$ cat config.mk
export PLATFORM = sky130hd
export DESIGN_NAME = prlu_front
export DESIGN_NICKNAME = d
export VERILOG_FILES = /design/src/sv/prlu_pkg.sv /design/src/sv/prlu_fifo.sv /design/src/sv/prlu_front.sv
export SDC_FILE = /design/constraint.sdc
export NUM_CORES = 1
export LEC_CHECK = 0
export BUFFER_PORTS_ARGS = -buffer_cell sky130_fd_sc_hd__buf_2
export CORE_MARGIN = 1.5
export CORE_UTILIZATION = 53
export DETAILED_ROUTE_END_ITERATION = 10
export PLACE_DENSITY = 0.95
export SYNTH_ARGS = -nofsm -noshare
export SYNTH_HDL_FRONTEND = slang
export SYNTH_SLANG_ARGS = --single-unit
$ cat constraint.sdc
create_clock -name clock -period 3.8 [get_ports clock]
set_input_delay 0.19 -clock clock [delete_from_list [all_inputs] [get_ports clock]]
set_output_delay 0.19 -clock clock [all_outputs]
set_load 0.02 [all_outputs]
$ cat src/sv/prlu_pkg.sv
// Shared types and constants of the per-source packet rate limiter.
// Used by every module of the block except prlu_fifo; depends on nothing.
package prlu_pkg;

   localparam int IP_W = 32;
   localparam int PORT_W = 16;
   localparam int LIMIT_W = 16;
   localparam int COUNT_W = 17;
   localparam int EXCESS_W = 32;
   localparam int CSR_INDEX_W = 2;
   localparam int CSR_DATA_W = 16;

   localparam logic [COUNT_W-1:0] COUNT_MAX = '1;
   localparam logic [EXCESS_W-1:0] EXCESS_MAX = '1;

   localparam logic CMD_PACKET = 1'b0;
   localparam logic CMD_TICK = 1'b1;

   typedef enum logic [CSR_INDEX_W-1:0] {
      CSR_LIMIT_ENABLED = 2'd0,
      CSR_ADDRESS_LIMIT = 2'd1,
      CSR_PAIR_LIMIT = 2'd2
   } csr_index_type;

   typedef enum logic [1:0] {
      OP_PASS,
      OP_TICK,
      OP_LOOKUP
   } op_type;

   typedef enum logic {
      TBL_IDLE,
      TBL_SCAN
   } tbl_state_type;

   typedef enum logic [1:0] {
      BACK_IDLE,
      BACK_WAIT,
      BACK_OUT
   } back_state_type;

   typedef struct packed {
      logic cmd;
      logic [IP_W-1:0] src_ip;
      logic [PORT_W-1:0] src_port;
   } req_type;

   typedef struct packed {
      logic limited;
      logic address_over;
      logic pair_over;
      logic table_full;
      logic [EXCESS_W-1:0] address_excess_total;
      logic [EXCESS_W-1:0] pair_excess_total;
   } rsp_type;

   typedef struct packed {
      logic enable;
      logic [LIMIT_W-1:0] address_limit;
      logic [LIMIT_W-1:0] pair_limit;
   } cfg_type;

   typedef struct packed {
      op_type op;
      logic address_on;
      logic pair_on;
      logic [IP_W-1:0] src_ip;
      logic [PORT_W-1:0] src_port;
   } job_type;

   typedef struct packed {
      logic busy;
      logic full;
      logic [COUNT_W-1:0] count;
   } tbl_status_type;

endpackage

$ cat src/sv/prlu_fifo.sv
// Small register queue with push/full and pop/empty handshakes.
// Used between the front and back parts and at the result side; no dependencies.
module prlu_fifo #(
   parameter int WIDTH = 8,
   parameter int DEPTH = 2
) (
   input  logic             clock,
   input  logic             reset,
   input  logic             push,
   output logic             full,
   input  logic [WIDTH-1:0] wr_data,
   input  logic             pop,
   output logic             empty,
   output logic [WIDTH-1:0] rd_data
);

   localparam int PTR_W = $clog2(DEPTH);
   localparam int CNT_W = $clog2(DEPTH + 1);

   logic [WIDTH-1:0] store_ff [DEPTH];
   logic [PTR_W-1:0] wr_ptr_ff, wr_ptr_in;
   logic [PTR_W-1:0] rd_ptr_ff, rd_ptr_in;
   logic [CNT_W-1:0] count_ff, count_in;
   logic do_push, do_pop;

   assign full = (count_ff == CNT_W'(DEPTH));
   assign empty = (count_ff == '0);
   assign do_push = push && !full;
   assign do_pop = pop && !empty;
   assign rd_data = store_ff[rd_ptr_ff];

   always_comb begin
      wr_ptr_in = wr_ptr_ff;
      rd_ptr_in = rd_ptr_ff;
      count_in = count_ff;
      if (do_push) begin
         wr_ptr_in = (wr_ptr_ff == PTR_W'(DEPTH - 1)) ? '0 : wr_ptr_ff + PTR_W'(1);
      end
      if (do_pop) begin
         rd_ptr_in = (rd_ptr_ff == PTR_W'(DEPTH - 1)) ? '0 : rd_ptr_ff + PTR_W'(1);
      end
      if (do_push && !do_pop) begin
         count_in = count_ff + CNT_W'(1);
      end else if (do_pop && !do_push) begin
         count_in = count_ff - CNT_W'(1);
      end
   end

   always_ff @(posedge clock) begin
      if (reset) begin
         wr_ptr_ff <= '0;
         rd_ptr_ff <= '0;
         count_ff <= '0;
      end else begin
         wr_ptr_ff <= wr_ptr_in;
         rd_ptr_ff <= rd_ptr_in;
         count_ff <= count_in;
      end
   end

   always_ff @(posedge clock) begin
      if (do_push) begin
         store_ff[wr_ptr_ff] <= wr_data;
      end
   end

endmodule

$ cat src/sv/prlu_front.sv
// Front part: accepts requests, classifies them and queues them for the back part.
// Depends on prlu_pkg and prlu_fifo.
module prlu_front
   import prlu_pkg::*;
(
   input  logic    clock,
   input  logic    reset,
   input  logic    push,
   output logic    full,
   input  req_type req_data,
   input  cfg_type cfg,
   input  logic    job_pop,
   output logic    job_empty,
   output job_type job
);

   job_type classified;

   always_comb begin
      classified.src_ip = req_data.src_ip;
      classified.src_port = req_data.src_port;
      classified.address_on = cfg.enable && (cfg.address_limit != '0);
      classified.pair_on = cfg.enable && (cfg.pair_limit != '0);
      if (req_data.cmd == CMD_TICK) begin
         classified.op = OP_TICK;
      end else if (classified.address_on || classified.pair_on) begin
         classified.op = OP_LOOKUP;
      end else begin
         classified.op = OP_PASS;
      end
   end

   prlu_fifo #(
      .WIDTH($bits(job_type)),
      .DEPTH(2)
   ) u_job_queue (
      .clock  (clock),
      .reset  (reset),
      .push   (push),
      .full   (full),
      .wr_data(classified),
      .pop    (job_pop),
      .empty  (job_empty),
      .rd_data(job)
   );

endmodule

==> out/metrics.csv <==
metric,value,unit
slew_headroom,16.5,%
grt_max_degree,53,
ys_top_cells_by_area,"edfxtp_1, mux2_2, dfxtp_1",
fin_skew,0.0129,ns
pwr-share-clk,20.4,%
drt-total-wl,7.30,mm
design.core.area,7330,um2
tns,0,ns
status,completed,
cellLeakagePower,1.95,nW
fin_crit_sh,61.8,%
endpoint_kind,output pin,
hold_viol,0,
design_area,5090,um2
worstPathMaxFanout,52,
combPwrFrac,28.1,%
dr_total_vias,2298,
max_freq,0.426,GHz
diodes,0,
cts_resized,0,
synth_fp_nets,288,
power_density,622,nW/um2
peakVddDrop,538,uV
cts_buffers,9,
cts_hold_buf,2,
synth_top_area_share,77.2,%
wl_met3,402,um
cts_buffer_depth,2,
hold_path_class,in2reg,
drive_gt1_share,58.8,%
start_util,55.2,%
portBuffers,139,
syn_area,4050,um2
cts_setup_buffers,0,
die_w,90.4,um
drt-initial-drc-count,110,
path_buf_inv,1,
cp.required,3.61,ns
p_int,0.00218,W
seq_power_share,51.5,%
dpl_cell_area,4840,um2
synth_cell_type_count,16,
ys_seq_area_share,79.7,%
power,0.00317,W
avgSynthCellArea,20.1,um2
rsz0062_at_grt,false,
crit_path_max_incr_delay,1.14,ns
slew_viol_final,0,
path_class,reg2out,
die_area,8170,um2
routed-wl-met2,4.01,mm
avgRoutedWirePerCell,16.0,um
drtPass1Iterations,4,
setup_viol,0,
first_global_vias,2417,
worst_slew_pin_slew,1.25,ns
cts_tree,yes,
cp_slowest_cell,dfxtp_2,
die_h,90.4,um
switching_power,0.000994,W
antenna_found_initial,0,
switching_share,31.4,%
clock_latency,0.35,ns
grt.total_usage,18.1,%
cp_top_family,flip-flops,
htree_levels,3,
synth_largest_area_cell,edfxtp_1,
start_kind,register,
ys_seq_elements,109,
timing.max_cap.violations,0,
top_layer,met4,
nets,439,
crit_arrival,2.16,ns
post-dp-hpwl,4.80,mm
syn2layout_area_growth,26.0,%
cp_cell_sequence,mux2_2 > buf_2,
cts-root-buf,clkbuf_8,
wl_met1,2.77,mm
overflow,0,
cts.sinks,109,
place.gp.congestion,0.802,
grt_first_pass_wirelength,11.2,mm
rows,31,
clk_pin_slew_worst_paths,0.10,ns
synthCells,201,
ant_nets,0,
drt-vias-per-instance,5.04,
period_needed,2.35,ns
io_pins,140,
yosys_warnings,0,
drc_errors,0,
layout make-up:
| cell class | count | area [um2] |
|---|---|---|
| fillers | 497 | 2240 |
| inverters | 3 | 11.3 |
| multi-input cells | 83 | 782 |
| clock buffers | 12 | 155 |
| well taps | 99 | 124 |
| repair buffers | 146 | 766 |
| clock inverters | 4 | 32.5 |
| flip-flops and latches | 109 | 3220 |
flip-flops by register name, summed over array words and instances, names as in the netlist, named ones only:
name / flops
u_job_queue.count_ff: 2
u_job_queue.rd_ptr_ff: 1
u_job_queue.store_ff: 104
u_job_queue.wr_ptr_ff: 1
path summary, 6_finish.rpt:
path / startpoint / depth (start not counted) / to / slack [ns]
worst max register to register: u_job_queue.count_ff[0]$_SDFFE_PP0P_ / 3 / u_job_queue.store_ff[1][8]$_DFFE_PP_ / 1.65
worst min register to register: u_job_queue.wr_ptr_ff$_SDFFE_PP0P_ / 2 / u_job_queue.wr_ptr_ff$_SDFFE_PP0P_ / 0.50
worst min-delay path: req_data[18] / 1 / u_job_queue.store_ff[1][18]$_DFFE_PP_ / 0.02
worst max-delay path: register / 2 / job[50] / 1.45
power groups by stage:
stage / clock (W) / combinational (W) / sequential, W
after global routing: 0.000700 / 0.000949 / 0.00166
after CTS: 0.000654 / 0.000898 / 0.00164
after global placement: 0 / 0.000869 / 0.00165
after detailed placement: 0 / 0.000891 / 0.00166
after floorplan: 0 / 0.000676 / 0.00157
final: 0.000647 / 0.000891 / 0.00163
metal layers:
layer  vias to the layer above  global-route usage, %
met5                         -                      0
met4                         0                   7.94
met3                        11                   4.12
met2                       102                   33.5
met1                      1093                   19.8
li1                       1092                      -
cell families (layout without fill, tap and decap cells):
kind of cell / after synthesis / count (layout) / share of synthesized area, %
xor gates and xnor gates: 3 / 3 / 0.650
buffers and inverters: 9 / 165 / 1.02
adders and majority gates: 1 / 1 / 0.309
AOI/OAI and AO/OA: 6 / 6 / 0.866
DFF: 109 / 109 / 79.7
muxes: 52 / 52 / 14.5
and+or+nand+nor: 21 / 21 / 3.00
synth_stat cells (all sizes together):
cell type / instances
dfxtp: 5
a21oi: 2
ha: 1
and2: 3
nor4: 8
mux2: 52
o21ai: 3
inv: 3
xor2: 3
edfxtp: 104
nand4: 2
nor2b: 1
buf: 6
o211a: 1
or3: 2
nor2: 5
through the flow:
stage / worst slack [ns] / std cells / utilization (%) / hold WS (ns)
after global routing: 1.34 / 456 / 69.5 / 0.000541
after global placement: 1.77 / 433 / 66.0 / 0.379
after CTS: 1.44 / 451 / 68.8 / 0.00169
after detailed placement: 1.66 / 433 / 66.0 / 0.382
final: 1.45 / 456 / 69.5 / 0.0180
after floorplan: 1.49 / 201 / - / 0.259
cells in the final DEF, fill, tap and decap left out:
master and instances:
or3_1 2, nand4_1 2, buf_2 139, o211a_1 1
inv_2 1, clkinv_4 2, clkbuf_8 11, mux2_2 52
dlygate4sd3_1 7, nor2b_2 1, a21oi_1 2, nor2_1 5
nor4_1 8, o21ai_0 3, clkinvlp_4 2, inv_1 2
and2_2 1, ha_1 1, edfxtp_1 104, and2_1 2
dfxtp_1 4, dfxtp_2 1, clkbuf_1 1, xor2_1 3
Note: power is estimated with default switching activity, not from simulation.
