`config.mk`:
```
export PLATFORM = sky130hd
export DESIGN_NAME = prlu_tbl
export DESIGN_NICKNAME = d
export VERILOG_FILES = /design/src/sv/prlu_pkg.sv /design/src/sv/prlu_tbl.sv
export SDC_FILE = /design/constraint.sdc
export NUM_CORES = 2
export LEC_CHECK = 0
export BUFFER_PORTS_ARGS = -buffer_cell sky130_fd_sc_hd__buf_2
export CAP_MARGIN = 25
export CORE_MARGIN = 2
export CORE_UTILIZATION = 44
export CTS_CLUSTER_DIAMETER = 60
export DETAILED_ROUTE_END_ITERATION = 12
export GPL_ROUTABILITY_DRIVEN = 0
export PLACE_DENSITY = 0.57
export SLEW_MARGIN = 20
export SYNTH_ARGS = -nofsm -noshare
export SYNTH_HDL_FRONTEND = slang
export SYNTH_SLANG_ARGS = --single-unit
```
`constraint.sdc`:
```
create_clock -name clock -period 7.9 [get_ports clock]
set_input_delay 0.395 -clock clock [delete_from_list [all_inputs] [get_ports clock]]
set_output_delay 0.395 -clock clock [all_outputs]
set_load 0.03 [all_outputs]
```
`src/sv/prlu_pkg.sv`:
```
// Shared types and constants of the per-source packet rate limiter.
// Used by every module of the block except prlu_fifo; depends on nothing.
package prlu_pkg;

   localparam int IP_W = 32;
   localparam int PORT_W = 16;
   localparam int LIMIT_W = 16;
   localparam int COUNT_W = 17;
   localparam int EXCESS_W = 32;
   localparam int CSR_INDEX_W = 2;
   localparam int CSR_DATA_W = 16;

   localparam logic [COUNT_W-1:0] COUNT_MAX = '1;
   localparam logic [EXCESS_W-1:0] EXCESS_MAX = '1;

   localparam logic CMD_PACKET = 1'b0;
   localparam logic CMD_TICK = 1'b1;

   typedef enum logic [CSR_INDEX_W-1:0] {
      CSR_LIMIT_ENABLED = 2'd0,
      CSR_ADDRESS_LIMIT = 2'd1,
      CSR_PAIR_LIMIT = 2'd2
   } csr_index_type;

   typedef enum logic [1:0] {
      OP_PASS,
      OP_TICK,
      OP_LOOKUP
   } op_type;

   typedef enum logic {
      TBL_IDLE,
      TBL_SCAN
   } tbl_state_type;

   typedef enum logic [1:0] {
      BACK_IDLE,
      BACK_WAIT,
      BACK_OUT
   } back_state_type;

   typedef struct packed {
      logic cmd;
      logic [IP_W-1:0] src_ip;
      logic [PORT_W-1:0] src_port;
   } req_type;

   typedef struct packed {
      logic limited;
      logic address_over;
      logic pair_over;
      logic table_full;
      logic [EXCESS_W-1:0] address_excess_total;
      logic [EXCESS_W-1:0] pair_excess_total;
   } rsp_type;

   typedef struct packed {
      logic enable;
      logic [LIMIT_W-1:0] address_limit;
      logic [LIMIT_W-1:0] pair_limit;
   } cfg_type;

   typedef struct packed {
      op_type op;
      logic address_on;
      logic pair_on;
      logic [IP_W-1:0] src_ip;
      logic [PORT_W-1:0] src_port;
   } job_type;

   typedef struct packed {
      logic busy;
      logic full;
      logic [COUNT_W-1:0] count;
   } tbl_status_type;

endpackage

```
`src/sv/prlu_tbl.sv`:
```
// One associative counter table: a key/count memory searched one entry per cycle.
// Entries fill from index zero, so a fill count stands in for valid bits. Depends on prlu_pkg.
module prlu_tbl
   import prlu_pkg::*;
#(
   parameter int ENTRIES = 64,
   parameter int KEY_W = 32
) (
   input  logic             clock,
   input  logic             reset,
   input  logic             clear,
   input  logic             start,
   input  logic [KEY_W-1:0] key,
   output tbl_status_type   status
);

   localparam int IDX_W = $clog2(ENTRIES);
   localparam int FILL_W = $clog2(ENTRIES + 1);
   localparam int ROW_W = KEY_W + COUNT_W;

   logic [ROW_W-1:0] mem [ENTRIES];
   logic [ROW_W-1:0] rd_ff;

   tbl_state_type state_ff, state_in;
   logic [FILL_W-1:0] fill_ff, fill_in;
   logic [FILL_W-1:0] ptr_ff, ptr_in;
   logic chk_v_ff, chk_v_in;
   logic [IDX_W-1:0] chk_idx_ff, chk_idx_in;
   logic [KEY_W-1:0] key_ff, key_in;
   logic [COUNT_W-1:0] count_ff, count_in;
   logic full_ff, full_in;

   logic rd_en, wr_en, issue;
   logic [IDX_W-1:0] wr_idx;
   logic [ROW_W-1:0] wr_row;
   logic [KEY_W-1:0] rd_key;
   logic [COUNT_W-1:0] rd_count, bumped;

   assign rd_key = rd_ff[ROW_W-1:COUNT_W];
   assign rd_count = rd_ff[COUNT_W-1:0];
   assign bumped = (rd_count == COUNT_MAX) ? rd_count : rd_count + COUNT_W'(1);
   assign issue = (ptr_ff < fill_ff);

   assign status.busy = (state_ff == TBL_SCAN);
   assign status.full = full_ff;
   assign status.count = count_ff;

   always_comb begin
      state_in = state_ff;
      fill_in = fill_ff;
      ptr_in = ptr_ff;
      chk_v_in = chk_v_ff;
      chk_idx_in = chk_idx_ff;
      key_in = key_ff;
      count_in = count_ff;
      full_in = full_ff;
      rd_en = 1'b0;
      wr_en = 1'b0;
      wr_idx = chk_idx_ff;
      wr_row = {key_ff, bumped};
      unique case (state_ff)
         TBL_IDLE: begin
            if (start) begin
               key_in = key;
               ptr_in = '0;
               chk_v_in = 1'b0;
               state_in = TBL_SCAN;
            end
         end
         TBL_SCAN: begin
            chk_v_in = issue;
            if (issue) begin
               rd_en = 1'b1;
               chk_idx_in = ptr_ff[IDX_W-1:0];
               ptr_in = ptr_ff + FILL_W'(1);
            end
            if (chk_v_ff && (rd_key == key_ff)) begin
               wr_en = 1'b1;
               count_in = bumped;
               full_in = 1'b0;
               state_in = TBL_IDLE;
            end else if (!chk_v_ff && !issue) begin
               if (fill_ff < FILL_W'(ENTRIES)) begin
                  wr_en = 1'b1;
                  wr_idx = fill_ff[IDX_W-1:0];
                  wr_row = {key_ff, COUNT_W'(1)};
                  fill_in = fill_ff + FILL_W'(1);
                  count_in = COUNT_W'(1);
                  full_in = 1'b0;
               end else begin
                  count_in = '0;
                  full_in = 1'b1;
               end
               state_in = TBL_IDLE;
            end
         end
      endcase
      if (clear) begin
         fill_in = '0;
      end
   end

   always_ff @(posedge clock) begin
      if (reset) begin
         state_ff <= TBL_IDLE;
         fill_ff <= '0;
         ptr_ff <= '0;
         chk_v_ff <= 1'b0;
         full_ff <= 1'b0;
      end else begin
         state_ff <= state_in;
         fill_ff <= fill_in;
         ptr_ff <= ptr_in;
         chk_v_ff <= chk_v_in;
         full_ff <= full_in;
      end
   end

   always_ff @(posedge clock) begin
      chk_idx_ff <= chk_idx_in;
      key_ff <= key_in;
      count_ff <= count_in;
   end

   always_ff @(posedge clock) begin
      if (wr_en) begin
         mem[wr_idx] <= wr_row;
      end
      if (rd_en) begin
         rd_ff <= mem[ptr_ff[IDX_W-1:0]];
      end
   end

endmodule

```
==> flow_summary.json <==
{
  "run_status": "finished, final reports clean",
  "fp-row-count": 194,
  "dr.max_layer_used": "met5",
  "postLayoutCoreUtil_pct": 50.6,
  "dp_slack_ns": 2.78,
  "crit_buf_inv": 3,
  "netlist_instances": 5016,
  "fin_total_pwr_w": 0.0355,
  "first_global_vias": 57300,
  "die_area_sq_mm": 0.286,
  "final_layout_size_suffix_gt1_share_pct": 32.6,
  "path_clk_slew_ns": 0.06,
  "startpoint_type": "flop",
  "postRouteAntennaNets": 0,
  "crit_path_max_incr_delay_ns": 1.04,
  "grt_start_max_net_pins": 116,
  "met3_length_mm": 24.7,
  "clock_tree_from_tritoncts": "done",
  "multi_input_area_sq_mm": 0.0258,
  "synthDominantCellAreaShare_pct": 78.4,
  "antenna_violations_before_repair": 19,
  "cts_inserted_buffers": 348,
  "routed_wl_mm": 338,
  "ctsResizeCount": 0,
  "worst-slew-pin-transition_ns": 1.16,
  "drt-initial-drc-count": 7770,
  "die_outline_width_um": 535,
  "worst_hold_slack_ns": 0.0210,
  "netlist_top_cells_area": "edfxtp_1 78%, mux4_2 18%, a22oi_1 0.59%",
  "yosys.cell_types.count": 49,
  "synth-edff-count": 3240,
  "yosys.area.top_type": "edfxtp_1",
  "grtUsageTotal_pct": 23.6,
  "yosys_register_bits": 3257,
  "power-per-cell-area_mw_per_mm2": 250,
  "max_freq_mhz": 192,
  "worst_ep_required_time_ns": 8.41,
  "grt_setup_unrepaired": "false",
  "detail_route.wl_per_cell_um": 36.0,
  "cts-hold-fix-buffers": 34,
  "wl_met1_mm": 139,
  "timing.max_slew.rel_slack_pct": 22.2,
  "dr_wl_met2_mm": 164,
  "clock-skew-final_ns": 0.0535,
  "fin_crit_sh_pct": 65.9,
  "insertion_delay_ns": 0.93,
  "port_buffers": 54,
  "async_flop_share_pct": 0,
  "fp.dieH_um": 535,
  "remaining_drc_errors": 0,
  "finish.net_count": 5461,
  "worst_ep_arrival_time_ns": 5.72,
  "globalRouteOverflowTotal": 0,
  "firstDrtPassIters": 5,
  "postSynthNetCount": 5061,
  "grt_pass1_wl_mm": 469,
  "h_tree_levels": 5,
  "placeableCoreArea_sq_mm": 0.280,
  "hpwlAfterDp_mm": 192,
  "syn-mean-instance-area_sq_um": 24.7,
  "static_power_due_to_leakage_nw": 42.3,
  "buffers_inserted_during_post_cts_setup_optimization": 0,
  "ys.warnings.count": 0,
  "cts.path.max_buffers": 4,
  "cts.root.buffer_cell": "clkbuf_16",
  "critical_path.max_fanout": 47,
  "library_cell_with_the_highest_instance_count_after_synthesis": "edfxtp_1",
  "drv.max_cap_violation_count": 0,
  "final.min_clock_period_ns": 5.21,
  "finalHoldViolCount": 0,
  "layout.area.seq_sq_mm": 0.0976,
  "slew_viol_final": 0,
  "hold_class": "primary input to flop",
  "tritoncts_num_sinks": 3257,
  "synthesis.area_sq_mm": 0.124,
  "worst_setup_path_class": "flop to flop",
  "fillerInstances": 21700,
  "seq_area_frac_synth_pct": 78.7,
  "path_cells": "ha_1 > a21o_1 > a221o_1 > a21o_1 > and2_2 > buf_4 > a32oi_2 > buf_4 > nor3_2 > buf_4",
  "critical-path-top-cell-by-count": "buf_4",
  "timing.final.setup_violations": 0,
  "routed-via-count": 58000,
  "yosys_most_used_dff": "edfxtp_1",
  "tns_ns": 0,
  "floorplan.io_pins": 55,
  "floorplan.initialDensity_pct": 44.3,
  "cpLargestDelayFamily": "buffers and inverters",
  "final_worst_setup_slack_ns": 2.69,
  "vias_per_cell": 6.16,
  "worst_ir_drop_vdd_mv": 0.186,
  "end_kind": "flop",
  "area_growth_pct": 14.1,
  "most_frequent_cells_after_synthesis": "3240 x edfxtp_1, 980 x mux4_2, 140 x clkbuf_1",
  "critPathSlowestCell": "dfxtp_4"
}
-- through the flow --
stage	cells	cell area, sq um
2_1_floorplan	5016	124000
3_3_place_gp	8750	130000
3_5_place_dp	8754	130000
4_1_cts	9396	142000
5_1_grt	9401	142000
6_report	9403	142000
-- registers in the layout, summed over array words and instances, names as in the netlist --
signal / count
state_ff: 1
ptr_ff: 7
chk_v_ff: 1
count_ff: 17
full_ff: 1
key_ff: 32
fill_ff: 7
mem: 3136
rd_ff: 49
chk_idx_ff: 6
-- worst min-delay path: cells and delay by family --
family	cells	cell delay, ns
buffers and inverters	1	0.17
AND/OR/NAND/NOR	2	0.32
-- path summary, 6_finish.rpt --
path,end,slack (ns),cells after the start,from
setup / recovery,mem[52][22],2.69,10,ptr_ff[3]
hold / removal,fill_ff[6],0.02,3,clear
setup reg to reg,mem[52][22],2.69,10,ptr_ff[3]
hold reg to reg,mem[32][34],0.51,0,key_ff[17]
-- report_power, final --
part / internal, W / switching [W]
Combinational: 0.000117 / 0.000473
Sequential: 0.0190 / 0.0000165
Clock: 0.00914 / 0.00667
Total: 0.0283 / 0.00716
-- cell families after synthesis --
group | Yosys count | share of synthesized area, %
XOR/XNOR | 53 | 0.374
flip-flops | 3257 | 78.7
adder cells (fa/ha/maj) | 9 | 0.0907
multiplexers | 987 | 17.8
AND/OR/NAND/NOR | 279 | 1.08
AO/OA/AOI/OAI | 152 | 0.903
buffers and inverters | 279 | 1.03
-- layout make-up --
class	count	share of cell area, %
clock buffer	425	6.43
multi-input combinational	1480	18.2
tap	3724	3.29
sequential	3257	68.9
timing repair buffer	319	1.81
clock inverter	183	1.30
antenna	5	0.00883
inverter	10	0.0265
-- cell usage in the layout, fill, tap and decap left out, types with 12 or more instances in the layout --
| master | instances |
|---|---|
| bufinv_16 | 28 |
| nand3_1 | 14 |
| mux4_2 | 980 |
| edfxtp_1 | 3240 |
| clkinv_1 | 67 |
| dlygate4sd3_1 | 34 |
| nor3_2 | 58 |
| nor2_4 | 17 |
| nand2_1 | 78 |
| a22oi_1 | 98 |
| buf_12 | 12 |
| clkbuf_16 | 353 |
| xnor2_1 | 21 |
| buf_4 | 215 |
| dfxtp_1 | 13 |
| buf_2 | 54 |
| nor2_1 | 41 |
| xor2_1 | 32 |
| clkbuf_1 | 71 |
| a21oi_1 | 20 |
| clkinv_2 | 58 |
-- metal layers --
metal / track usage (%) / vias to the layer above
met5: 0 / -
met4: 7.11 / 8
met3: 3.16 / 448
met2: 37.6 / 2556
met1: 34.4 / 32300
li1: - / 22600
Power figures use the tool's default switching activity.
