**config.mk**
```make
export PLATFORM = sky130hd
export DESIGN_NAME = prlu_fifo
export DESIGN_NICKNAME = d
export VERILOG_FILES = /design/src/sv/prlu_fifo.sv
export SDC_FILE = /design/constraint.sdc
export NUM_CORES = 1
export LEC_CHECK = 0
export BUFFER_PORTS_ARGS = -buffer_cell sky130_fd_sc_hd__buf_2
export CORE_UTILIZATION = 48
export CTS_CLUSTER_SIZE = 12
export DETAILED_ROUTE_END_ITERATION = 10
export PLACE_DENSITY = 0.74
export SYNTH_ARGS = -nofsm -noshare
export SYNTH_HDL_FRONTEND = slang
export SYNTH_SLANG_ARGS = --single-unit
```
**constraint.sdc**
```tcl
create_clock -name clock -period 1.7 [get_ports clock]
set_clock_uncertainty 0.1 [all_clocks]
set_input_delay 0.17 -clock clock [delete_from_list [all_inputs] [get_ports clock]]
set_output_delay 0.17 -clock clock [all_outputs]
set_load 0.03 [all_outputs]
```
**src/sv/prlu_fifo.sv**
```systemverilog
// Small register queue with push/full and pop/empty handshakes.
// Used between the front and back parts and at the result side; no dependencies.
module prlu_fifo #(
   parameter int WIDTH = 8,
   parameter int DEPTH = 2
) (
   input  logic             clock,
   input  logic             reset,
   input  logic             push,
   output logic             full,
   input  logic [WIDTH-1:0] wr_data,
   input  logic             pop,
   output logic             empty,
   output logic [WIDTH-1:0] rd_data
);

   localparam int PTR_W = $clog2(DEPTH);
   localparam int CNT_W = $clog2(DEPTH + 1);

   logic [WIDTH-1:0] store_ff [DEPTH];
   logic [PTR_W-1:0] wr_ptr_ff, wr_ptr_in;
   logic [PTR_W-1:0] rd_ptr_ff, rd_ptr_in;
   logic [CNT_W-1:0] count_ff, count_in;
   logic do_push, do_pop;

   assign full = (count_ff == CNT_W'(DEPTH));
   assign empty = (count_ff == '0);
   assign do_push = push && !full;
   assign do_pop = pop && !empty;
   assign rd_data = store_ff[rd_ptr_ff];

   always_comb begin
      wr_ptr_in = wr_ptr_ff;
      rd_ptr_in = rd_ptr_ff;
      count_in = count_ff;
      if (do_push) begin
         wr_ptr_in = (wr_ptr_ff == PTR_W'(DEPTH - 1)) ? '0 : wr_ptr_ff + PTR_W'(1);
      end
      if (do_pop) begin
         rd_ptr_in = (rd_ptr_ff == PTR_W'(DEPTH - 1)) ? '0 : rd_ptr_ff + PTR_W'(1);
      end
      if (do_push && !do_pop) begin
         count_in = count_ff + CNT_W'(1);
      end else if (do_pop && !do_push) begin
         count_in = count_ff - CNT_W'(1);
      end
   end

   always_ff @(posedge clock) begin
      if (reset) begin
         wr_ptr_ff <= '0;
         rd_ptr_ff <= '0;
         count_ff <= '0;
      end else begin
         wr_ptr_ff <= wr_ptr_in;
         rd_ptr_ff <= rd_ptr_in;
         count_ff <= count_in;
      end
   end

   always_ff @(posedge clock) begin
      if (do_push) begin
         store_ff[wr_ptr_ff] <= wr_data;
      end
   end

endmodule

```
==> metrics.txt, run 1 <==
# TYPE chip_impl_metric gauge
chip_impl_metric{name="power.static_leakage",unit="nW"} 0.418
chip_impl_metric{name="rows",unit=""} 14
chip_impl_metric{name="power_report.internal_total",unit="uW"} 978
chip_impl_metric{name="pwr_density_cell",unit="nW/um2"} 1460
chip_impl_metric{name="power.switching_fraction",unit=""} 0.357
chip_impl_metric{name="detail_route.iter0.violations",unit=""} 3
chip_impl_info{name="synth.largest_area_cell",value="edfxtp_1"} 1
chip_impl_metric{name="switchingPower",unit="uW"} 543
chip_impl_metric{name="worstRegToRegCells",unit=""} 4
chip_impl_info{name="worstPathCellList",value="o21ai_1 > ha_1 > or3_1 > a21oi_1"} 1
chip_impl_metric{name="netlist_area",unit="um2"} 793
chip_impl_metric{name="reg2reg_setup_slack",unit="ns"} 0.12
chip_impl_metric{name="grt_start_max_net_pins",unit=""} 12
chip_impl_metric{name="sequential_share_of_the_synthesized_area",unit=""} 0.732
chip_impl_info{name="clock_tree.root_cell",value="clkbuf_4"} 1
chip_impl_info{name="critical_path.endpoint",value="count_ff[1]"} 1
chip_impl_metric{name="die-height",unit="um"} 42.7
chip_impl_metric{name="net_count_final",unit=""} 97
chip_impl_metric{name="share_clk_of_total_power",unit=""} 0.149
chip_impl_info{name="tritoncts",value="built"} 1
chip_impl_metric{name="synth_enable_flop_cells",unit=""} 16
chip_impl_info{name="critPathLaunchType",value="flip-flop"} 1
chip_impl_metric{name="hold_viol_final",unit=""} 0
chip_impl_metric{name="synth_seq_cells",unit=""} 21
chip_impl_metric{name="avgSynthCellArea",unit="um2"} 15.9
chip_impl_info{name="worstSetupEndpointType",value="flip-flop"} 1
chip_impl_metric{name="postLayoutCoreUtil",unit=""} 0.681
chip_impl_metric{name="post-route-period-util",unit=""} 0.931
chip_impl_metric{name="synth_top_area_share",unit=""} 0.606
chip_impl_metric{name="post_route_cells_drive_above_1_share",unit=""} 0.434
chip_impl_info{name="library_cell_with_the_highest_instance_count_after_synthesis",value="edfxtp_1"} 1
chip_impl_metric{name="detailedPlacementHpwl",unit="um"} 805
chip_impl_metric{name="cts-buffers-inserted",unit=""} 3
chip_impl_metric{name="synthesis.yosys.warnings",unit=""} 0
chip_impl_info{name="crit-reg2reg-launch",value="count_ff[0]"} 1
chip_impl_metric{name="cts_htree_levels",unit=""} 1
chip_impl_metric{name="ir_drop",unit="uV"} 878
chip_impl_info{name="commonest_cells_post_synth",value="edfxtp_1, mux2_2, dfxtp_1, nor2_1"} 1
chip_impl_metric{name="clock_transition_at_the_register_clock_pins_on_the_worst_setup_and_hold_paths_after_cts",unit="ns"} 0.11
chip_impl_info{name="postSynth.topFlopCell",value="edfxtp_1"} 1
chip_impl_metric{name="tns",unit="ns"} 0
chip_impl_metric{name="antennaDiodeCount",unit=""} 0
chip_impl_metric{name="route.antenna.remaining_nets",unit=""} 0
chip_impl_metric{name="synthToLayoutAreaGrowth",unit="%"} 30.9
chip_impl_metric{name="dieWidth",unit="um"} 42.7
chip_impl_metric{name="grt_overflow_total",unit=""} 0
chip_impl_info{name="rsz0062_at_grt",value="no"} 1
chip_impl_metric{name="sequentialPowerShare",unit=""} 0.482
chip_impl_metric{name="antenna_found_initial",unit=""} 0
chip_impl_metric{name="tightest_slew",unit="ns"} 0.370
chip_impl_metric{name="initial_utilization",unit=""} 0.521
chip_impl_metric{name="floorplan.io_pins",unit=""} 22
chip_impl_metric{name="core-area",unit="um2"} 1520
chip_impl_info{name="status",value="finished, final reports clean"} 1
chip_impl_metric{name="post_synth_num_cell_types",unit=""} 13
chip_impl_info{name="hold_path.class",value="primary input to flip-flop"} 1
chip_impl_metric{name="drt-wirelength-per-cell",unit="um"} 12.3
chip_impl_metric{name="maxClockFrequency",unit="MHz"} 632
chip_impl_metric{name="avgViaCountPerCell",unit=""} 4.93
chip_impl_metric{name="first_pass_iters",unit=""} 2
chip_impl_metric{name="final.min_clock_period",unit="ns"} 1.58
chip_impl_metric{name="synthArstFlopShare",unit=""} 0
chip_impl_metric{name="die_area",unit="um2"} 1820
chip_impl_info{name="timing.critical_path.slowest_stage_cell",value="or3_1"} 1
chip_impl_metric{name="routed-via-count",unit=""} 488
chip_impl_metric{name="drt_wl_total",unit="um"} 1220
chip_impl_metric{name="number_of_max_cap_violations",unit=""} 0
chip_impl_metric{name="clk_path_buf_depth",unit=""} 2
chip_impl_metric{name="port_buffers",unit=""} 21
chip_impl_info{name="cp-startpoint",value="count_ff[0]"} 1
chip_impl_metric{name="crit_fanout",unit=""} 5
chip_impl_metric{name="grt_pass1_wl",unit="um"} 2040
chip_impl_metric{name="timing.critical_path.slowest_cell_delay",unit="ns"} 0.39
chip_impl_metric{name="maxSlewViolCount",unit=""} 0
chip_impl_metric{name="drc_markers",unit=""} 0
chip_impl_info{name="timing.setup.critical_path_class",value="flip-flop to flip-flop"} 1
chip_impl_metric{name="final-setup-viol-count",unit=""} 0
chip_impl_metric{name="grt_pass1_vias",unit=""} 464
chip_impl_info{name="synth.top_cells.by_area",value="edfxtp_1, dfxtp_1, mux2_2"} 1
chip_impl_metric{name="synthCells",unit=""} 50
chip_impl_metric{name="timing.max_slew.rel_slack",unit=""} 0.754
chip_impl_metric{name="fillerInstances",unit=""} 114
chip_impl_metric{name="grtUsageTotal",unit=""} 0.168
chip_impl_metric{name="power.total",unit="mW"} 1.52
chip_impl_metric{name="timing.critical_path.required",unit="ns"} 1.83
chip_impl_metric{name="net_count_synth",unit=""} 63
chip_impl_metric{name="insertion_delay",unit="ns"} 0.29
chip_impl_info{name="regToRegEndpoint",value="count_ff[1]"} 1
chip_impl_metric{name="combinational_cell_fraction_of_total_power",unit=""} 0.369
chip_impl_metric{name="cts.sinks",unit=""} 21
chip_impl_metric{name="gp_routability_congestion",unit=""} 0.667
chip_impl_metric{name="arrival",unit="ns"} 1.71
-- kinds of logic (layout without fill, tap and decap cells) --
| logic type | after synthesis | after routing | share of synthesized area |
|---|---|---|---|
| buffers and inverters | 3 | 36 | 0.0158 |
| muxes | 8 | 8 | 0.114 |
| DFF | 21 | 21 | 0.732 |
| AOI/OAI and AO/OA | 5 | 5 | 0.0315 |
| adders and majority gates | 1 | 1 | 0.0158 |
| and+or+nand+nor | 9 | 9 | 0.0584 |
| xor gates and xnor gates | 3 | 3 | 0.0331 |
-- area by class of cell --
class | instances | area [um2] | share of cell area
sequential | 21 | 584 | 0.563
multi-input combinational | 26 | 205 | 0.198
timing repair buffer | 30 | 195 | 0.188
clock buffer | 4 | 26.3 | 0.0253
tap | 16 | 20.0 | 0.0193
inverter | 2 | 7.51 | 0.00723
-- worst min-delay path by stage --
stage	from	end	depth (start not counted)
floorplan	reset	count_ff[1]	1
global placement	wr_data[1]	store_ff[0][1]	1
detailed placement	wr_data[1]	store_ff[0][1]	1
CTS	push	wr_ptr_ff	4
global route	push	wr_ptr_ff	4
finish	push	wr_ptr_ff	4
-- critical path, delay by kind of cell, from the launching register on --
kind                     cells  cell delay (ns)
AND/OR/NAND/NOR              1             0.39
flip-flops                   1             0.37
AO/OA/AOI/OAI                2             0.37
adder cells (fa/ha/maj)      1             0.30
-- power by group through the flow --
| stage | Sequential [mW] | Clock [mW] | Combinational (mW) |
|---|---|---|---|
| after CTS | 0.731 | 0.239 | 0.567 |
| after global placement | 0.734 | 0 | 0.534 |
| after floorplan | 0.703 | 0 | 0.446 |
| after detailed placement | 0.738 | 0 | 0.546 |
| after global routing | 0.748 | 0.272 | 0.609 |
| final | 0.732 | 0.227 | 0.562 |
-- flip-flops by register name (all words and copies together) (netlist names), named ones only --
register	cells
store_ff	16
rd_ptr_ff	1
count_ff	2
wr_ptr_ff	1
-- timing repair --
item                       CTS  global route
buffers inserted             0             0
hold buffers                 9             0
setup endpoints to repair    3             6
resized for setup            2             2
hold endpoints to repair    21             0
-- stage by stage --
step	instances	setup WS, ns	cell area [um2]	hold WS [ns]
after floorplan	50	0.0464	798	0.139
after detailed placement	86	0.00516	918	0.261
after global placement	86	0.0798	918	0.259
after CTS	99	0.0536	1040	0.140
after global routing	99	0.0244	1040	0.164
final	99	0.118	1040	0.151
-- per-layer routing --
metal | GRT usage | share of wire
met4 | 0.113 | 0
met1 | 0.176 | 0.43
met3 | 0.0638 | 0.034
met5 | 0 | 0
met2 | 0.276 | 0.53
-- cell usage in the layout (no fill, tap or decap) --
cell type	Yosys	layout
buf_2	1	21
edfxtp_1	16	16
dlygate4sd3_1	0	9
mux2_2	8	8
nor2_1	5	5
xor2_1	3	3
dfxtp_2	0	3
clkbuf_4	0	3
inv_1	2	2
or3_1	2	2
o21ai_0	3	2
a21oi_1	2	2
dfxtp_1	5	2
nor2b_4	0	1
and2_1	1	1
o21ai_1	0	1
ha_1	1	1
clkbuf_1	0	1
Note: power is estimated with default switching activity, not from simulation.
==> run 2, diff against run 1 <==
--- a/config.mk
+++ b/config.mk
@@ -6,10 +6,11 @@
 export NUM_CORES = 1
 export LEC_CHECK = 0
 export BUFFER_PORTS_ARGS = -buffer_cell sky130_fd_sc_hd__buf_2
-export CORE_UTILIZATION = 48
+export CORE_ASPECT_RATIO = 1.2
+export CORE_UTILIZATION = 44
 export CTS_CLUSTER_SIZE = 12
 export DETAILED_ROUTE_END_ITERATION = 10
-export PLACE_DENSITY = 0.74
+export PLACE_DENSITY = 0.72
 export SYNTH_ARGS = -nofsm -noshare
 export SYNTH_HDL_FRONTEND = slang
 export SYNTH_SLANG_ARGS = --single-unit
==> constraint.sdc (replaced) <==
create_clock -name clock -period 1.28 [get_ports clock]
set_clock_uncertainty 0.1 [all_clocks]
set_input_delay 0.128 -clock clock [delete_from_list [all_inputs] [get_ports clock]]
set_output_delay 0.128 -clock clock [all_outputs]
set_load 0.03 [all_outputs]
==> metrics.txt, run 2 (synthesis gave the netlist of run 1 again) <==
# TYPE chip_impl_metric gauge
chip_impl_info{name="status",value="finished, violations left"} 1
chip_impl_info{name="violations",value="setup timing"} 1
chip_impl_metric{name="preCtsSetupSlack",unit="ns"} -0.239
chip_impl_metric{name="detail_route.iter0.violations",unit=""} 6
chip_impl_info{name="worstPathCellList",value="nor2b_4 > nor2_4 > ha_4 > xor2_2 > or3_1 > a21oi_1"} 1
chip_impl_metric{name="post_route_cells_drive_above_1_share",unit=""} 0.565
chip_impl_metric{name="grt_pass1_wl",unit="um"} 2410
chip_impl_metric{name="timing.final.ws_setup",unit="ns"} -0.243
chip_impl_metric{name="grt_overflow_total",unit=""} 0
chip_impl_info{name="biggestRegsByFlops",value="store_ff (16), count_ff (2)"} 1
chip_impl_info{name="critPathLaunchType",value="flip-flop"} 1
chip_impl_info{name="layout.cells.most_common",value="edfxtp_1"} 1
chip_impl_metric{name="maxClockFrequency",unit="MHz"} 657
chip_impl_metric{name="fillerInstances",unit=""} 99
chip_impl_metric{name="postLayoutCoreUtil",unit=""} 0.761
chip_impl_metric{name="die_area",unit="um2"} 1980
chip_impl_metric{name="drc_markers",unit=""} 0
chip_impl_metric{name="port_buffers",unit=""} 21
chip_impl_metric{name="number_of_max_cap_violations",unit=""} 0
chip_impl_info{name="tritoncts",value="built"} 1
chip_impl_metric{name="grt_pass1_vias",unit=""} 564
chip_impl_metric{name="final_cell_count_no_fill",unit=""} 110
chip_impl_metric{name="grt_start_max_net_pins",unit=""} 12
chip_impl_metric{name="final-setup-viol-count",unit=""} 28
chip_impl_metric{name="area.sequential",unit="um2"} 587
chip_impl_metric{name="power.static_leakage",unit="nW"} 0.522
chip_impl_metric{name="timing.critical_path.slowest_cell_delay",unit="ns"} 0.38
chip_impl_metric{name="clk_path_buf_depth",unit=""} 2
chip_impl_metric{name="floorplan.io_pins",unit=""} 22
chip_impl_metric{name="reg2reg_setup_slack",unit="ns"} -0.24
chip_impl_metric{name="hold_viol_final",unit=""} 0
chip_impl_metric{name="pwr_density_cell",unit="nW/um2"} 2070
chip_impl_metric{name="insertion_delay",unit="ns"} 0.29
chip_impl_metric{name="die-height",unit="um"} 48.5
chip_impl_metric{name="multiInputGateArea",unit="um2"} 278
chip_impl_info{name="most_frequent_cells_in_the_layout",value="edfxtp_1, buf_2, buf_6"} 1
chip_impl_metric{name="timing.max_slew.rel_slack",unit=""} 0.861
chip_impl_metric{name="antenna_found_initial",unit=""} 0
chip_impl_metric{name="tightest_slew",unit="ns"} 0.206
chip_impl_metric{name="timing.critical_path.required",unit="ns"} 1.40
chip_impl_metric{name="largest_register_ffs",unit=""} 16
chip_impl_metric{name="standard_cell_area_after_detailed_placement",unit="um2"} 975
chip_impl_metric{name="synthToLayoutAreaGrowth",unit="%"} 59.5
chip_impl_metric{name="arrival",unit="ns"} 1.65
chip_impl_info{name="registers.top_by_ff_count",value="store_ff"} 1
chip_impl_metric{name="net_count_final",unit=""} 106
chip_impl_metric{name="detailedPlacementHpwl",unit="um"} 955
chip_impl_info{name="timing.critical_path.slowest_stage_cell",value="dfxtp_4"} 1
chip_impl_info{name="rsz0062_at_grt",value="yes"} 1
chip_impl_metric{name="post-route-period-util",unit=""} 1.19
chip_impl_metric{name="clock_transition_at_the_register_clock_pins_on_the_worst_setup_and_hold_paths_after_cts",unit="ns"} 0.11
chip_impl_metric{name="grtUsageTotal",unit=""} 0.184
chip_impl_metric{name="avgViaCountPerCell",unit=""} 4.93
chip_impl_metric{name="first_pass_iters",unit=""} 4
chip_impl_info{name="clock_tree.root_cell",value="clkbuf_4"} 1
chip_impl_metric{name="route.antenna.remaining_nets",unit=""} 0
chip_impl_metric{name="antennaDiodeCount",unit=""} 0
chip_impl_info{name="hold_path.class",value="primary input to flip-flop"} 1
chip_impl_metric{name="fin_area",unit="um2"} 1260
chip_impl_metric{name="placed_cells",unit=""} 93
chip_impl_metric{name="core-area",unit="um2"} 1660
chip_impl_metric{name="cts-buffers-inserted",unit=""} 3
chip_impl_info{name="critical_path.top_delay_family",value="simple AND/OR/NAND/NOR gates"} 1
chip_impl_metric{name="maxSlewViolCount",unit=""} 0
chip_impl_metric{name="initial_utilization",unit=""} 0.477
chip_impl_metric{name="drt_wl_total",unit="um"} 1620
chip_impl_metric{name="crit_fanout",unit=""} 3
chip_impl_info{name="timing.setup.critical_path_class",value="flip-flop to flip-flop"} 1
chip_impl_metric{name="cts_htree_levels",unit=""} 1
chip_impl_metric{name="cts.sinks",unit=""} 21
chip_impl_metric{name="gp_routability_congestion",unit=""} 0.595
chip_impl_metric{name="dieWidth",unit="um"} 40.8
chip_impl_metric{name="drt-wirelength-per-cell",unit="um"} 14.8
chip_impl_metric{name="ir_drop",unit="uV"} 1630
chip_impl_metric{name="rows",unit=""} 16
chip_impl_metric{name="routed-via-count",unit=""} 542
chip_impl_metric{name="final.min_clock_period",unit="ns"} 1.52
chip_impl_metric{name="timing.critical_path.buf_inv",unit=""} 0
chip_impl_metric{name="power.total",unit="mW"} 2.61
chip_impl_info{name="worstSetupEndpointType",value="flip-flop"} 1
## run 2: changes by cell type in the layout (fill, tap and decap cells not counted), sizes merged
cell / change
buf: +9
## run 2: power by group
part	switching (mW)	internal (mW)	total, mW
Clock	0.182	0.121	0.303
Sequential	0.0660	0.883	0.949
Combinational	0.648	0.714	1.36
## run 2: layout make-up
| cell class | instances | area share |
|---|---|---|
| clock buffers | 4 | 0.0208 |
| repair buffers | 39 | 0.270 |
| well taps | 18 | 0.0178 |
| inverters | 2 | 0.00791 |
| multi-input cells | 26 | 0.220 |
| flip-flops and latches | 21 | 0.464 |
## run 2: worst paths after layout
path / start / cells past startpoint / endpoint
worst min register to register: wr_ptr_ff / 2 / wr_ptr_ff
worst max register to register: count_ff[0] / 6 / count_ff[1]
worst min-delay path: push / 4 / wr_ptr_ff
worst max-delay path: count_ff[0] / 6 / count_ff[1]
## run 2: tightest hold or removal path, stage by stage
cell	delay, ns
buf_2	0.07
inv_1	0.07
o21ai_0	0.22
a21oi_1	0.07
## run 2: metal layers
metal  part of all wire  track usage  wire length, um
met1               0.39        0.215              630
met2               0.57        0.317              922
met3              0.030       0.0275               48
met4              0.014       0.0667               23
met5                  0            0                0
## run 2: timing repair
| item | 4_1_cts | 5_1_grt |
|---|---|---|
| hold buffers | 9 | 0 |
| endpoints found under the setup margin | 27 | 28 |
| hold endpoints to repair | 21 | 0 |
| resized for setup | 36 | 5 |
| pin swaps | 4 | 3 |
| buffers inserted | 1 | 3 |
## run 2: metrics by stage
| step | hold slack [ns] | setup TNS, ns |
|---|---|---|
| after floorplan | 0.0897 | -0.980 |
| after global placement | 0.216 | -0.899 |
| after detailed placement | 0.222 | -1.20 |
| after CTS | 0.186 | -2.42 |
| after global routing | 0.216 | -4.89 |
| final | 0.215 | -3.59 |
